File: src/rtl/wsfr_pkg.sv
package wsfr_pkg;

  localparam int LENGTH_BITS = 31;
  localparam int MAX_PAYLOAD_BITS = 31;
  localparam int ACC_BITS = 64;

  localparam logic [MAX_PAYLOAD_BITS-1:0] MAX_PAYLOAD_RESET = MAX_PAYLOAD_BITS'(65536);

  localparam logic [2:0] KIND_HEADER     = 3'd0;
  localparam logic [2:0] KIND_PAYLOAD    = 3'd1;
  localparam logic [2:0] KIND_END        = 3'd2;
  localparam logic [2:0] KIND_TOO_BIG    = 3'd3;
  localparam logic [2:0] KIND_INCOMPLETE = 3'd4;

  localparam logic [6:0] LEN_CODE_EXT16 = 7'd126;
  localparam logic [6:0] LEN_CODE_EXT64 = 7'd127;

  typedef struct packed {
    logic [7:0] stream_byte;
    logic       connection_closed;
  } wsfr_in_t;

  typedef struct packed {
    logic [2:0]             result_kind;
    logic [7:0]             frame_flags;
    logic                   masked;
    logic [LENGTH_BITS-1:0] payload_length;
    logic [7:0]             payload_byte;
    logic                   last_of_frame;
  } wsfr_out_t;

endpackage

File: src/rtl/websocket_frame_receiver_top.sv
// Channel  | Direction | Handshake               | Payload
// ---------+-----------+-------------------------+-------------------------------
// in       | input     | in_valid / in_ready     | in_data (wsfr_in_t)
// out      | output    | out_valid / out_ready   | out_data (wsfr_out_t)
// cfg      | input     | cfg_valid / cfg_ready   | cfg_data (max_payload, 31 bits)
//
// One byte is taken per clock unless stalled; its result, if any, appears in the
// output register on the next cycle. The parse state and the output register are
// updated in the same cycle, so the header parser sets the one-cycle item rate.
// The input stalls only while a result waits in the output register and out_ready
// is low. Reset is synchronous and returns the parser to waiting for a flags byte,
// with max_payload at 65536. The configuration port is always ready.
module websocket_frame_receiver_top
  import wsfr_pkg::*;
(
  input  logic                        clk,
  input  logic                        rst,
  input  logic                        in_valid,
  output logic                        in_ready,
  input  wsfr_in_t                    in_data,
  output logic                        out_valid,
  input  logic                        out_ready,
  output wsfr_out_t                   out_data,
  input  logic                        cfg_valid,
  output logic                        cfg_ready,
  input  logic [MAX_PAYLOAD_BITS-1:0] cfg_data
);

  localparam logic [2:0] PH_FLAGS   = 3'd0;
  localparam logic [2:0] PH_LEN     = 3'd1;
  localparam logic [2:0] PH_EXT16   = 3'd2;
  localparam logic [2:0] PH_EXT64   = 3'd3;
  localparam logic [2:0] PH_MASK    = 3'd4;
  localparam logic [2:0] PH_PAYLOAD = 3'd5;

  logic [MAX_PAYLOAD_BITS-1:0] max_payload;
  logic [2:0]                  phase, phase_next;
  logic [2:0]                  count, count_next;
  logic [7:0]                  flags, flags_next;
  logic                        mask_on, mask_on_next;
  logic [ACC_BITS-1:0]         acc, acc_next;
  logic [31:0]                 key, key_next;
  logic [LENGTH_BITS-1:0]      remaining, remaining_next;
  logic [1:0]                  key_idx, key_idx_next;

  wsfr_out_t res;
  logic      res_valid;
  logic      len_done;
  logic      hdr_done;
  logic      accept;
  logic [7:0] key_byte;

  assign cfg_ready = 1'b1;
  assign in_ready  = !out_valid || out_ready;
  assign accept    = in_valid && in_ready;
  assign key_byte  = mask_on ? key[{~key_idx, 3'b000} +: 8] : 8'd0;

  always_comb begin
    phase_next     = phase;
    count_next     = count;
    flags_next     = flags;
    mask_on_next   = mask_on;
    acc_next       = acc;
    key_next       = key;
    remaining_next = remaining;
    key_idx_next   = key_idx;
    res            = '0;
    res_valid      = 1'b0;
    len_done       = 1'b0;
    hdr_done       = 1'b0;

    if (in_data.connection_closed) begin
      res_valid = 1'b1;
      if (phase == PH_FLAGS || phase > PH_PAYLOAD) begin
        res.result_kind = KIND_END;
      end else if ((phase inside {PH_EXT16, PH_EXT64, PH_MASK}) && count == 3'd0) begin
        res.result_kind = KIND_END;
      end else begin
        res.result_kind = KIND_INCOMPLETE;
      end
      phase_next = PH_FLAGS;
      count_next = 3'd0;
    end else begin
      case (phase)
        PH_LEN: begin
          mask_on_next = in_data.stream_byte[7];
          acc_next     = '0;
          count_next   = 3'd0;
          if (in_data.stream_byte[6:0] == LEN_CODE_EXT64) begin
            phase_next = PH_EXT64;
          end else if (in_data.stream_byte[6:0] == LEN_CODE_EXT16) begin
            phase_next = PH_EXT16;
          end else begin
            acc_next = ACC_BITS'(in_data.stream_byte[6:0]);
            len_done = 1'b1;
          end
        end
        PH_EXT16, PH_EXT64: begin
          acc_next   = {acc[ACC_BITS-9:0], in_data.stream_byte};
          count_next = count + 3'd1;
          if (phase == PH_EXT16) begin
            len_done = (count_next == 3'd2);
          end else begin
            len_done = (count_next == 3'd0);
          end
        end
        PH_MASK: begin
          key_next   = {key[23:0], in_data.stream_byte};
          count_next = count + 3'd1;
          hdr_done   = (count_next == 3'd4);
        end
        PH_PAYLOAD: begin
          key_idx_next       = key_idx + 2'd1;
          remaining_next     = remaining - LENGTH_BITS'(1);
          res_valid          = 1'b1;
          res.result_kind    = KIND_PAYLOAD;
          res.frame_flags    = flags;
          res.masked         = mask_on;
          res.payload_length = acc[LENGTH_BITS-1:0];
          res.payload_byte   = in_data.stream_byte ^ key_byte;
          res.last_of_frame  = (remaining_next == '0);
          if (remaining_next == '0) begin
            phase_next = PH_FLAGS;
            count_next = 3'd0;
          end
        end
        default: begin
          flags_next   = in_data.stream_byte;
          mask_on_next = 1'b0;
          acc_next     = '0;
          key_next     = '0;
          phase_next   = PH_LEN;
          count_next   = 3'd0;
        end
      endcase

      if (len_done) begin
        if (mask_on_next) begin
          phase_next = PH_MASK;
          count_next = 3'd0;
          key_next   = '0;
        end else begin
          hdr_done = 1'b1;
        end
      end

      if (hdr_done) begin
        phase_next      = PH_FLAGS;
        count_next      = 3'd0;
        res_valid       = 1'b1;
        res.frame_flags = flags_next;
        res.masked      = mask_on_next;
        if (acc_next > ACC_BITS'(max_payload)) begin
          res.result_kind    = KIND_TOO_BIG;
          res.payload_length = (|acc_next[ACC_BITS-1:LENGTH_BITS]) ? '1
                                                                   : acc_next[LENGTH_BITS-1:0];
        end else if (acc_next == '0) begin
          res.result_kind   = KIND_HEADER;
          res.last_of_frame = 1'b1;
        end else begin
          res.result_kind    = KIND_HEADER;
          res.payload_length = acc_next[LENGTH_BITS-1:0];
          remaining_next     = acc_next[LENGTH_BITS-1:0];
          key_idx_next       = 2'd0;
          phase_next         = PH_PAYLOAD;
        end
      end
    end
  end

  always_ff @(posedge clk) begin
    if (rst) begin
      max_payload <= MAX_PAYLOAD_RESET;
    end else if (cfg_valid && cfg_ready) begin
      max_payload <= cfg_data;
    end
  end

  always_ff @(posedge clk) begin
    if (rst) begin
      phase     <= PH_FLAGS;
      count     <= 3'd0;
      flags     <= 8'd0;
      mask_on   <= 1'b0;
      acc       <= '0;
      key       <= '0;
      remaining <= '0;
      key_idx   <= 2'd0;
    end else if (accept) begin
      phase     <= phase_next;
      count     <= count_next;
      flags     <= flags_next;
      mask_on   <= mask_on_next;
      acc       <= acc_next;
      key       <= key_next;
      remaining <= remaining_next;
      key_idx   <= key_idx_next;
    end
  end

  always_ff @(posedge clk) begin
    if (rst) begin
      out_valid <= 1'b0;
    end else if (accept) begin
      out_valid <= res_valid;
    end else if (out_ready) begin
      out_valid <= 1'b0;
    end
  end

  always_ff @(posedge clk) begin
    if (accept && res_valid) begin
      out_data <= res;
    end
  end

  a_idle_output_takes_input: assert property (@(posedge clk) disable iff (rst)
    !out_valid |-> in_ready)
    else $error("Input stalled with an empty output register.");

  a_payload_byte_gives_result: assert property (@(posedge clk) disable iff (rst)
    accept && phase == PH_PAYLOAD && !in_data.connection_closed
      |=> out_valid && out_data.result_kind == KIND_PAYLOAD)
    else $error("Payload byte produced no payload transaction.");

  a_payload_has_bytes_left: assert property (@(posedge clk) disable iff (rst)
    phase == PH_PAYLOAD |-> remaining != '0)
    else $error("Payload phase entered with no bytes remaining.");

  a_last_only_on_data: assert property (@(posedge clk) disable iff (rst)
    out_valid && out_data.last_of_frame
      |-> out_data.result_kind == KIND_PAYLOAD || out_data.result_kind == KIND_HEADER)
    else $error("Last-of-frame flag on a status transaction.");

  a_close_returns_to_flags: assert property (@(posedge clk) disable iff (rst)
    accept && in_data.connection_closed |=> phase == PH_FLAGS && count == 3'd0)
    else $error("Connection close did not reset the parser.");

endmodule
File: config.mk
export PLATFORM = sky130hd
export DESIGN_NAME = websocket_frame_receiver_top
export DESIGN_NICKNAME = d
export VERILOG_FILES = /design/src/rtl/wsfr_pkg.sv /design/src/rtl/websocket_frame_receiver_top.sv
export SDC_FILE = /design/constraint.sdc
export NUM_CORES = 1
export LEC_CHECK = 0
export ABC_AREA = 1
export BUFFER_PORTS_ARGS = -buffer_cell sky130_fd_sc_hd__buf_2
export CAP_MARGIN = 20
export CORE_MARGIN = 3
export CORE_UTILIZATION = 46
export DETAILED_ROUTE_END_ITERATION = 8
export PLACE_DENSITY_LB_ADDON = 0.05
export SLEW_MARGIN = 20
export SYNTH_ARGS = -nofsm -noshare
export SYNTH_HDL_FRONTEND = slang
export SYNTH_SLANG_ARGS = --single-unit
File: constraint.sdc
create_clock -name clk -period 3.65 [get_ports clk]
set_input_delay 0.9125 -clock clk [delete_from_list [all_inputs] [get_ports clk]]
set_output_delay 0.9125 -clock clk [all_outputs]
set_load 0.02 [all_outputs]
* Yosys cells after proc, flatten, opt, wreduce, memory -nomap -nowiden
Cells that the tools add are included.
** Word-level totals
- Logic and storage cells :: 118
- Bits in registers :: 228
** Operators by class
- Mux-type cells :: 61
- Order comparisons :: 2
- Bitwise gates (word level) :: 4
- Shift operators :: 1
- Equal/unequal tests :: 9
- Reduce and logical (&&, ||, !) cells :: 22
- $add $sub $neg :: 3
** Operator list (number)
- 31-bit two-way mux :: 7
- 64-bit one-hot mux with 3 select lines :: 1
- 64-bit by 31-bit greater-than comparator with 1-bit output :: 1
- 64-bit logical NOT :: 1
- 32-bit two-way mux :: 2
- 64-bit two-way mux :: 1
- 32-bit one-hot mux with 2 select lines :: 1
- 3-bit two-way mux :: 17
- 50-bit two-way mux :: 1
- 43-bit two-way mux :: 1
- 33-bit OR reduction :: 1
- 32-bit by 6-bit indexed part select with 8-bit output :: 1
- 31-bit logical NOT :: 1
- 31-bit by 1-bit subtractor with 31-bit output, second input constant :: 1
- 1-bit two-way mux :: 17
- 8-bit two-way mux :: 2
- 7-bit equality test, second input constant :: 2
- 7-bit two-way mux :: 2
- 2-bit two-way mux :: 5
- 3-bit by 2-bit equality test with 1-bit output, second input constant :: 3
- 3-bit equality test, second input constant :: 3
- 3-bit logical NOT :: 3
- 3-bit one-hot mux with 3 select lines :: 1
- 4-bit OR reduction :: 2
- 18 further kinds :: 25

* Depth between registers and ports, before layout
Gate-level depths: netlist of run 1.
- Depth after elaboration :: 10
- Depth in mapped cells :: 26
- Mapped depth without buffers :: 25

* Worst setup path before layout of run 1
No wires, ideal clock.
- Path kind :: input-to-reg
- Start point :: input port in_data[2] (netlist bit)
- End point :: register remaining[3]
- Data arrival time :: 3.265 ns
- Library setup time :: 0.129 ns
- Stages :: 24
- Buffers on the path :: 1
- Setup slack :: 0.256 ns
- Path through :: inv_1 > nor3_1 > nand2_1 > nand2_1 > nand2_1 > a21oi_1 > inv_1 > ha_1 > inv_1 > nor2_1 > nor2_1 > o21ai_0 > nand2_1 > o211ai_1 > nand2_1 > nand2_1 > nand2_1 > nand3_1 > nand2_2 > nand3_4 > buf_4 > nand2_1 > o21ai_0 > a21oi_1
** Between the ends
- Cells in the longest elaborated chain, start to end :: 9
- Elaborated cells on any way between the ends :: 17
** Ends and longest elaborated chain
- from (decl) :: RTL line websocket_frame_receiver_top.sv:20 : input wsfr_in_t in_data,
- parallel branches: the longest is 8 deep, another holds 64-bit by 31-bit greater-than comparator with 1-bit output
- 31-bit two-way mux * :: RTL line websocket_frame_receiver_top.sv:147 : if (hdr_done) begin
- to (signal assigned) :: RTL line websocket_frame_receiver_top.sv:196 : remaining <= remaining_next;
- to (decl) :: RTL line websocket_frame_receiver_top.sv:43 : logic [LENGTH_BITS-1:0] remaining, remaining_next;
Every way passes the cells marked *. The select of a mux whose other input is x is not followed.
A chain may end at the register's enable or synchronous reset.

* Worst setup path after layout of run 1
- Start point :: register phase[2]
- End point :: register remaining[1]
** Between the ends
- Cells in the longest elaborated chain, start to end :: 8
- Elaborated cells on any way between the ends :: 25
** Ends and longest elaborated chain
- from (decl) :: RTL line websocket_frame_receiver_top.sv:37 : logic [2:0] phase, phase_next;
- from (signal assigned) :: RTL line websocket_frame_receiver_top.sv:190 : phase <= phase_next;
- parallel branches: the longest is 7 deep, another holds 64-bit by 31-bit greater-than comparator with 1-bit output
- 31-bit two-way mux * :: RTL line websocket_frame_receiver_top.sv:147
Marked as above.

==> impl_table.tex, run 1 <==
\begin{tabular}{lr}
\hline
Metric & Value \\
\hline
\multicolumn{2}{l}{\textbf{Logic synthesis}} \\
Netlist area before placement & 0.0125 sq mm \\
Mean post-synth cell area & a little over 7 sq um \\
Register area share after synthesis & between 40\% and 50\% \\
Xor and xnor fraction of the mapped netlist area & less than 1\% \\
Post-synthesis share of cell area spent on full adders, half adders and majority gates & between 3 and 4\% \\
Number of nets produced by synthesis & 1,858 \\
Number of standard cells after synthesis & 1,776 \\
Cell types occupying the most area after synthesis & dfxtp\_1 (28\%), edfxtp\_1 (12\%), nand2\_1 (9.1\%) \\
Share of the synthesized area in compound gates (AO/OA/AOI/OAI) & 22.3\% \\
Proportion of register bits with asynchronous set or reset after synthesis & 0\% \\
Fraction of synthesized area in multiplexers & 0\% \\
Yosys reg bits & 228 \\
Largest area contributor in the netlist & dfxtp\_1 \\
Unique cell type count in the Yosys netlist & 42 \\
Post-synth EDFFs & between 50 and 60 \\
Main flop type after synthesis & dfxtp\_1 \\
Dominant combinational cell family by area after synthesis & compound AO/OA/AOI/OAI gates \\
Number of synthesis warnings & 0 \\
Simple-gate share of the synthesized area & around 22\% \\
Proportion of netlist area held by the largest area contributor & 28.1\% \\
\multicolumn{2}{l}{\textbf{Timing}} \\
Final setup violating endpoints & 0 \\
Clock skew & 16.9 ps \\
Total Negative Setup Slacks & 0 ps \\
Final WS setup & 252 ps \\
Slew at the pin closest to its max-slew limit & 1010 ps \\
Time the final worst path needs with I/O delays and setup & roughly 3400 ps \\
RSZ-0062 raised after global routing & false \\
Portion of the clock cycle consumed by the worst path in the final layout & 93.1\% \\
Final hold violation count & 0 \\
Max-slew violation count & 0 \\
Highest clock frequency the design can meet & between 200 and 300 MHz \\
Worst rel slew slack & 32.5\% \\
\multicolumn{2}{l}{\textbf{Critical path}} \\
Data required, critical path & between 4000 and 5000 ps \\
Beginning of the worst register-to-register path & phase[2] \\
Worst Setup End Kind & register \\
Critical path startpoint category & register \\
Delay contributed by the slowest stage of the critical path & about 420 ps \\
Arrival time worst endpoint & 3820 ps \\
Worst setup path start & phase[2] \\
Series of cell instances along the critical path & inv\_2 -> nand2\_4 -> o22ai\_1 -> ha\_1 -> nand2\_1 -> inv\_1 -> a221oi\_1 -> nand3\_1 -> nor2\_1 -> nand3\_1 -> nand2\_2 -> nand3\_4 -> nor2\_8 -> inv\_1 -> nand2\_1 -> a21oi\_1 \\
Highest fanout seen on the critical path & 22 \\
WS Path Type & reg2reg \\
Cell with the largest stage delay on the worst path & o22ai\_1 \\
\multicolumn{2}{l}{\textbf{Finish}} \\
Number of nets at the end of the flow & $\sim$2.0k \\
Top library cells by usage in the layout, fill and taps aside & nand2\_1 (301), inv\_1 (245), nor2\_1 (226) \\
Commonest non-fill, non-tap cell in the layout & nand2\_1 \\
Proportion of layout cells with a drive suffix above 1 & about 12\% \\
\# fillers & 2,593 \\
Area growth syn-to-layout & 16.4\% \\
Antenna diodes & 0 \\
Core Util, Final & between 50\% and 60\% \\
\multicolumn{2}{l}{\textbf{Clock tree}} \\
CTS tree & done \\
Max Buffers Root-to-Sink & 3 \\
Clock transition at the registers of the reported paths & 60 ps \\
Source-to-sink clock delay at the later pin of the worst-skew pair & $\sim$550 ps \\
Cts bufs inserted & 28 \\
Buffer type at the clock tree root & clkbuf\_16 \\
Number of hold buffers added after CTS & 0 \\
Number of sinks handled by clock tree synthesis & 228 \\
H-tree levels & 1 \\
\multicolumn{2}{l}{\textbf{Placement}} \\
Detailed Place HPWL & around 28,000 microns \\
Global placement routability congestion & about 0.94 \\
Post-Place Worst Slack & -224 ps \\
Number of buffers inserted by port buffering & between 90 and 100 \\
\multicolumn{2}{l}{\textbf{Route}} \\
Highest routed layer & met4 \\
Starting DRC count in detailed routing & $\sim$930 \\
Remaining design rule violation count & 0 \\
Routed length on met3 & 2300 microns \\
Metal-1 WL & between 15,000 and 20,000 microns \\
Post-Route WL & 39,100 microns \\
Via/cell ratio & between 5 and 6 \\
Drt pass-1 iters & 6 \\
Antenna viol nets, final & 0 \\
Detailed-routed wire length on met2 & 18,600 microns \\
Via count & 12.3k \\
Routed length per instance & 17.5 microns \\
\multicolumn{2}{l}{\textbf{Die}} \\
Core Region & 0.0264 sq mm \\
Starting Density & between 40\% and 50\% \\
Die ar. & about 0.03 sq mm \\
Chip width & between 150 and 200 microns \\
Top-level I/O count & 100 \\
Cell Rows & around 60 \\
Die Span Y & 171 microns \\
\multicolumn{2}{l}{\textbf{Status}} \\
Outcome & completed \\
\multicolumn{2}{l}{\textbf{Global routing}} \\
Antenna violations before repair & 0 \\
Via count of the first global-routing pass & roughly 12k \\
Largest net degree at the start of global routing & between 80 and 90 \\
GRT Total Usage & a little over a quarter \\
Total global routing overflow & 0 \\
First-pass GRT wire length & around 61,000 microns \\
\multicolumn{2}{l}{\textbf{Power}} \\
Leakage & between 6 and 7 nW \\
Max VDD drop & roughly 410 uV \\
Power density normalized to cell area & 442 mW/mm\^{}2 \\
Overall Power & 6.46 mW \\
\multicolumn{2}{l}{\textbf{Min path}} \\
Tightest Hold Check Type & reg2reg \\
Worst hold start & acc[57] \\
\multicolumn{2}{l}{\textbf{Job}} \\
Max Cap Violations & 0 \\
\hline
\end{tabular}
## kinds of logic (layout without fill, tap and decap cells)
logic type | Yosys count | in the layout
AND/OR/NAND/NOR | 663 | 665
AO/OA/AOI/OAI | 483 | 483
buffers and inverters | 357 | 471
flip-flops | 228 | 228
adder cells (fa/ha/maj) | 37 | 37
XOR/XNOR | 7 | 7
other | 1 | 1
## Yosys cell counts (37+ instances only)
library cell,number
nand3_1,73
ha_1,37
a211oi_1,55
nand2_1,304
clkbuf_1,66
dfxtp_1,176
nor2_1,228
o21ai_0,144
inv_1,249
edfxtp_1,52
o22ai_1,67
a21oi_1,149
## through the flow
stage | hold slack, ps | instances | area (sq um)
2_1_floorplan | 436 | 1776 | 12500
3_5_place_dp | 454 | 2170 | 13600
6_report | 461 | 2227 | 14600
4_1_cts | 464 | 2222 | 14500
5_1_grt | 481 | 2227 | 14600
3_3_place_gp | 447 | 2170 | 13600
## flip-flops by register name, summed over array words and instances (netlist names)
name,cells
remaining,31
phase,3
acc,64
max_payload,31
out_data,52
mask_on,1
count,3
flags,8
out_valid,1
key,32
key_idx,2
## power by group
group	switching, mW	internal, mW	leakage (nW)	total (mW)
logic	0.678	0.313	3.97	0.991
clock network	1.10	1.61	0.435	2.72
registers	0.0534	2.70	1.95	2.75
total	1.83	4.63	6.35	6.46
## repair_timing
item                       CTS  global route
setup buffers                0             1
resized for setup            0            13
setup endpoints to repair    0            35
## critical path: cells and delay by family, from the launching register on
kind | cells | cell delay, ps
fa+ha+maj | 1 | 340
simple gates | 9 | 1530
buf+inv | 3 | 290
flops | 1 | 410
compound gates | 3 | 710
## routing by layer
metal | vias up | GRT usage, %
met5 | - | 0
li1 | 6156 | -
met4 | 0 | 9.17
met2 | 361 | 45.0
met3 | 85 | 4.18
met1 | 5705 | 33.3
## final timing paths
| kind | end | slack [ps] | cells past startpoint |
|---|---|---|---|
| setup reg to reg | remaining[1] | 250 | 16 |
| hold / removal | acc[57] | 460 | 2 |
| hold reg to reg | acc[57] | 460 | 2 |
| setup / recovery | remaining[1] | 250 | 16 |
## cell type report
class / instances / area, sq um / share of cell area, %
clock buffers: 38 / 769 / 5.27
clock inverters: 14 / 124 / 0.848
inverters: 254 / 955 / 6.54
multi-input cells: 1193 / 6160 / 42.2
flip-flops and latches: 228 / 5080 / 34.8
well taps: 335 / 419 / 2.87
repair buffers: 165 / 1090 / 7.49
Power figures use the tool's default switching activity.
==> inputs of run 2 (changes only) <==
--- a/config.mk
+++ b/config.mk
@@ -7,10 +7,10 @@
 export LEC_CHECK = 0
 export ABC_AREA = 1
 export BUFFER_PORTS_ARGS = -buffer_cell sky130_fd_sc_hd__buf_2
-export CAP_MARGIN = 20
 export CORE_MARGIN = 3
 export CORE_UTILIZATION = 46
 export DETAILED_ROUTE_END_ITERATION = 8
+export MAX_ROUTING_LAYER = met4
 export PLACE_DENSITY_LB_ADDON = 0.05
 export SLEW_MARGIN = 20
 export SYNTH_ARGS = -nofsm -noshare
==> run 2 against run 1 <==
Compared with the run above: die area unchanged; power grew 0.21%; sequential cell count unchanged; first-iteration DRC count down 3.1%; non-clock buffer count up 1; sequential power about the same; core utilization down 0.35 points; clock power about the same; largest power group unchanged.
==> impl_table.tex, run 2 (same netlist as run 1, synthesis figures left out) <==
\begin{tabular}{lr}
\hline
Metric & Value \\
\hline
\multicolumn{2}{l}{\textbf{Finish}} \\
Footprint of the multi-input gates & 0.00612 sq mm (was 0.00616 sq mm) \\
Flip-flop count of the largest register after layout & 64 (unchanged) \\
Top Registers & acc x64, out\_data x52, key x32 (unchanged) \\
\# fillers & 2,616 (was 2,593) \\
Area growth syn-to-layout & 15.7\% (was 16.4\%) \\
Combined flip-flop and latch cell area & 0.00508 sq mm (unchanged) \\
Final instance area & 0.0145 sq mm (was 0.0146 sq mm) \\
Top library cells by usage in the layout, fill and taps aside & nand2\_1 (303), inv\_1 (245), nor2\_1 (226) (was nand2\_1 (301), inv\_1 (245), nor2\_1 (226)) \\
Core Util, Final & 54.9\% (was 55.3\%) \\
Proportion of layout cells with a drive suffix above 1 & 12.4\% (about the same) \\
Register with the highest flop count & acc (unchanged) \\
Antenna diodes & 0 (unchanged) \\
Number of nets at the end of the flow & 1,950 (was 1,952) \\
Commonest non-fill, non-tap cell in the layout & nand2\_1 (unchanged) \\
\multicolumn{2}{l}{\textbf{Die}} \\
Core Region & 0.0264 sq mm (unchanged) \\
Cell Rows & 59 (unchanged) \\
Top-level I/O count & 100 (unchanged) \\
Die Span Y & 171 microns (unchanged) \\
Starting Density & 47.5\% (unchanged) \\
Die ar. & 0.0293 sq mm (unchanged) \\
Chip width & 171 microns (unchanged) \\
\multicolumn{2}{l}{\textbf{Critical path}} \\
Highest fanout seen on the critical path & 23 (was 22) \\
Arrival time worst endpoint & 3830 ps (was 3820 ps) \\
WS Path Type & reg2reg (unchanged) \\
Data required, critical path & 4060 ps (was 4080 ps) \\
Worst Setup End Kind & register (unchanged) \\
Critical path startpoint category & register (unchanged) \\
\multicolumn{2}{l}{\textbf{Placement}} \\
Number of buffers inserted by port buffering & 98 (unchanged) \\
Global placement routability congestion & 0.984 (was 0.942) \\
Detailed Place HPWL & 27,800 microns (was 27,500 microns) \\
Standard cell area after detailed placement & 0.0136 sq mm (about the same) \\
\multicolumn{2}{l}{\textbf{Clock tree}} \\
Source-to-sink clock delay at the later pin of the worst-skew pair & 540 ps (was 550 ps) \\
Buffer type at the clock tree root & clkbuf\_16 (unchanged) \\
CTS tree & done (unchanged) \\
Number of sinks handled by clock tree synthesis & 228 (unchanged) \\
Number of hold buffers added after CTS & 0 (unchanged) \\
Number of gates resized after cts & 0 (unchanged) \\
Max Buffers Root-to-Sink & 3 (unchanged) \\
Cts bufs inserted & 27 (was 28) \\
Clock transition at the registers of the reported paths & 60 ps (about the same) \\
H-tree levels & 1 (unchanged) \\
Count of buffers added by post-CTS timing repair for setup & 0 (unchanged) \\
\multicolumn{2}{l}{\textbf{Status}} \\
Outcome & completed (unchanged) \\
\multicolumn{2}{l}{\textbf{Power}} \\
Power share of the clock group & 42.3\% (was 42.0\%) \\
Power density normalized to cell area & 446 mW/mm\^{}2 (was 442 mW/mm\^{}2) \\
Switching Fraction & 28.4\% (about the same) \\
Combinational Power Share & 15.1\% (was 15.3\%) \\
Sequential fraction of design power & 42.5\% (was 42.6\%) \\
Leakage & 6.34 nW (was 6.35 nW) \\
Net switching component of the power & 1.84 mW (was 1.83 mW) \\
Max VDD drop & 335 uV (was 408 uV) \\
Internal power contribution & 4.64 mW (was 4.63 mW) \\
\multicolumn{2}{l}{\textbf{Timing}} \\
Worst rel slew slack & 31.6\% (was 32.5\%) \\
Clock skew & 12.9 ps (was 16.9 ps) \\
RSZ-0062 raised after global routing & false (unchanged) \\
Slew at the pin closest to its max-slew limit & 1030 ps (was 1010 ps) \\
Hold slack & 465 ps (was 461 ps) \\
Max-slew violation count & 0 (unchanged) \\
Portion of the clock cycle consumed by the worst path in the final layout & 93.5\% (was 93.1\%) \\
Time the final worst path needs with I/O delays and setup & 3410 ps (was 3400 ps) \\
Final hold violation count & 0 (unchanged) \\
Total Negative Setup Slacks & 0 ps (unchanged) \\
Highest clock frequency the design can meet & 293 MHz (was 294 MHz) \\
Final setup violating endpoints & 0 (unchanged) \\
\multicolumn{2}{l}{\textbf{Min path}} \\
Tightest Hold Check Type & reg2reg (unchanged) \\
\multicolumn{2}{l}{\textbf{Route}} \\
Post-Route WL & 39,400 microns (was 39,100 microns) \\
Remaining design rule violation count & 0 (unchanged) \\
Routed length per instance & 17.7 microns (was 17.5 microns) \\
Via/cell ratio & 5.49 (was 5.53) \\
Via count & 12.2k (was 12.3k) \\
Antenna viol nets, final & 0 (unchanged) \\
Drt pass-1 iters & 5 (was 6) \\
Starting DRC count in detailed routing & 900 (was 929) \\
\multicolumn{2}{l}{\textbf{Global routing}} \\
Antenna violations before repair & 0 (unchanged) \\
Largest net degree at the start of global routing & 89 (unchanged) \\
Via count of the first global-routing pass & 11.3k (was 11.5k) \\
GRT Total Usage & 27.0\% (was 26.1\%) \\
Total global routing overflow & 0 (unchanged) \\
First-pass GRT wire length & 61,200 microns (was 61,500 microns) \\
\multicolumn{2}{l}{\textbf{Job}} \\
Max Cap Violations & 0 (unchanged) \\
\hline
\end{tabular}
run 2: power groups by stage:
stage / Clock [mW] / Sequential [mW] / Combinational (mW)
4_1_cts: 2.79 / 2.75 / 0.972
6_report: 2.74 / 2.75 / 0.981
3_3_place_gp: 0 / 2.81 / 0.957
3_5_place_dp: 0 / 2.81 / 0.967
2_1_floorplan: 0 / 2.83 / 0.614
5_1_grt: 2.88 / 2.77 / 1.09
run 2: path summary, 6_finish.rpt:
kind,start,to,slack [ps],cells past startpoint
worst min-delay path,acc[60],acc[60],470,2
worst max register to register,phase[1],remaining[22],240,14
worst max-delay path,phase[1],remaining[22],240,14
worst min register to register,acc[60],acc[60],470,2
run 2: worst max-delay path: stages (launching register included):
cell and delay (ps):
dfxtp_1 480, nand2_4 260, o22ai_1 430, ha_1 340, nand2_1 100, inv_1 40
a221oi_1 280, nand3_1 120, nor2_1 230, nand3_1 150, nand2_2 140, nand3_4 170
nor2_8 270, buf_4 200, a21oi_1 60
run 2: layout make-up:
type	instances	area share (%)
clock buffer	35	5.07
clock inverter	15	1.10
inverter	254	6.58
multi-input combinational	1191	42.2
sequential	228	35.0
tap	335	2.89
timing repair buffer	166	7.17
run 2: through the flow:
| stage | std cells | power, mW | setup WS (ps) |
|---|---|---|---|
| detailed placement | 2174 | 3.77 | -217 |
| CTS | 2224 | 6.51 | 148 |
| finish | 2224 | 6.48 | 237 |
| global placement | 2174 | 3.76 | -170 |
| global route | 2224 | 6.74 | 25.0 |
| floorplan | 1776 | 3.45 | 256 |
run 2: layer usage:
metal,share of wire [%],vias up,global-route usage [%]
met2,48,348,45.3
met4,3.8,0,9.55
met3,5.3,91,3.07
met5,0,-,-
met1,43,5622,34.0
li1,-,6139,-
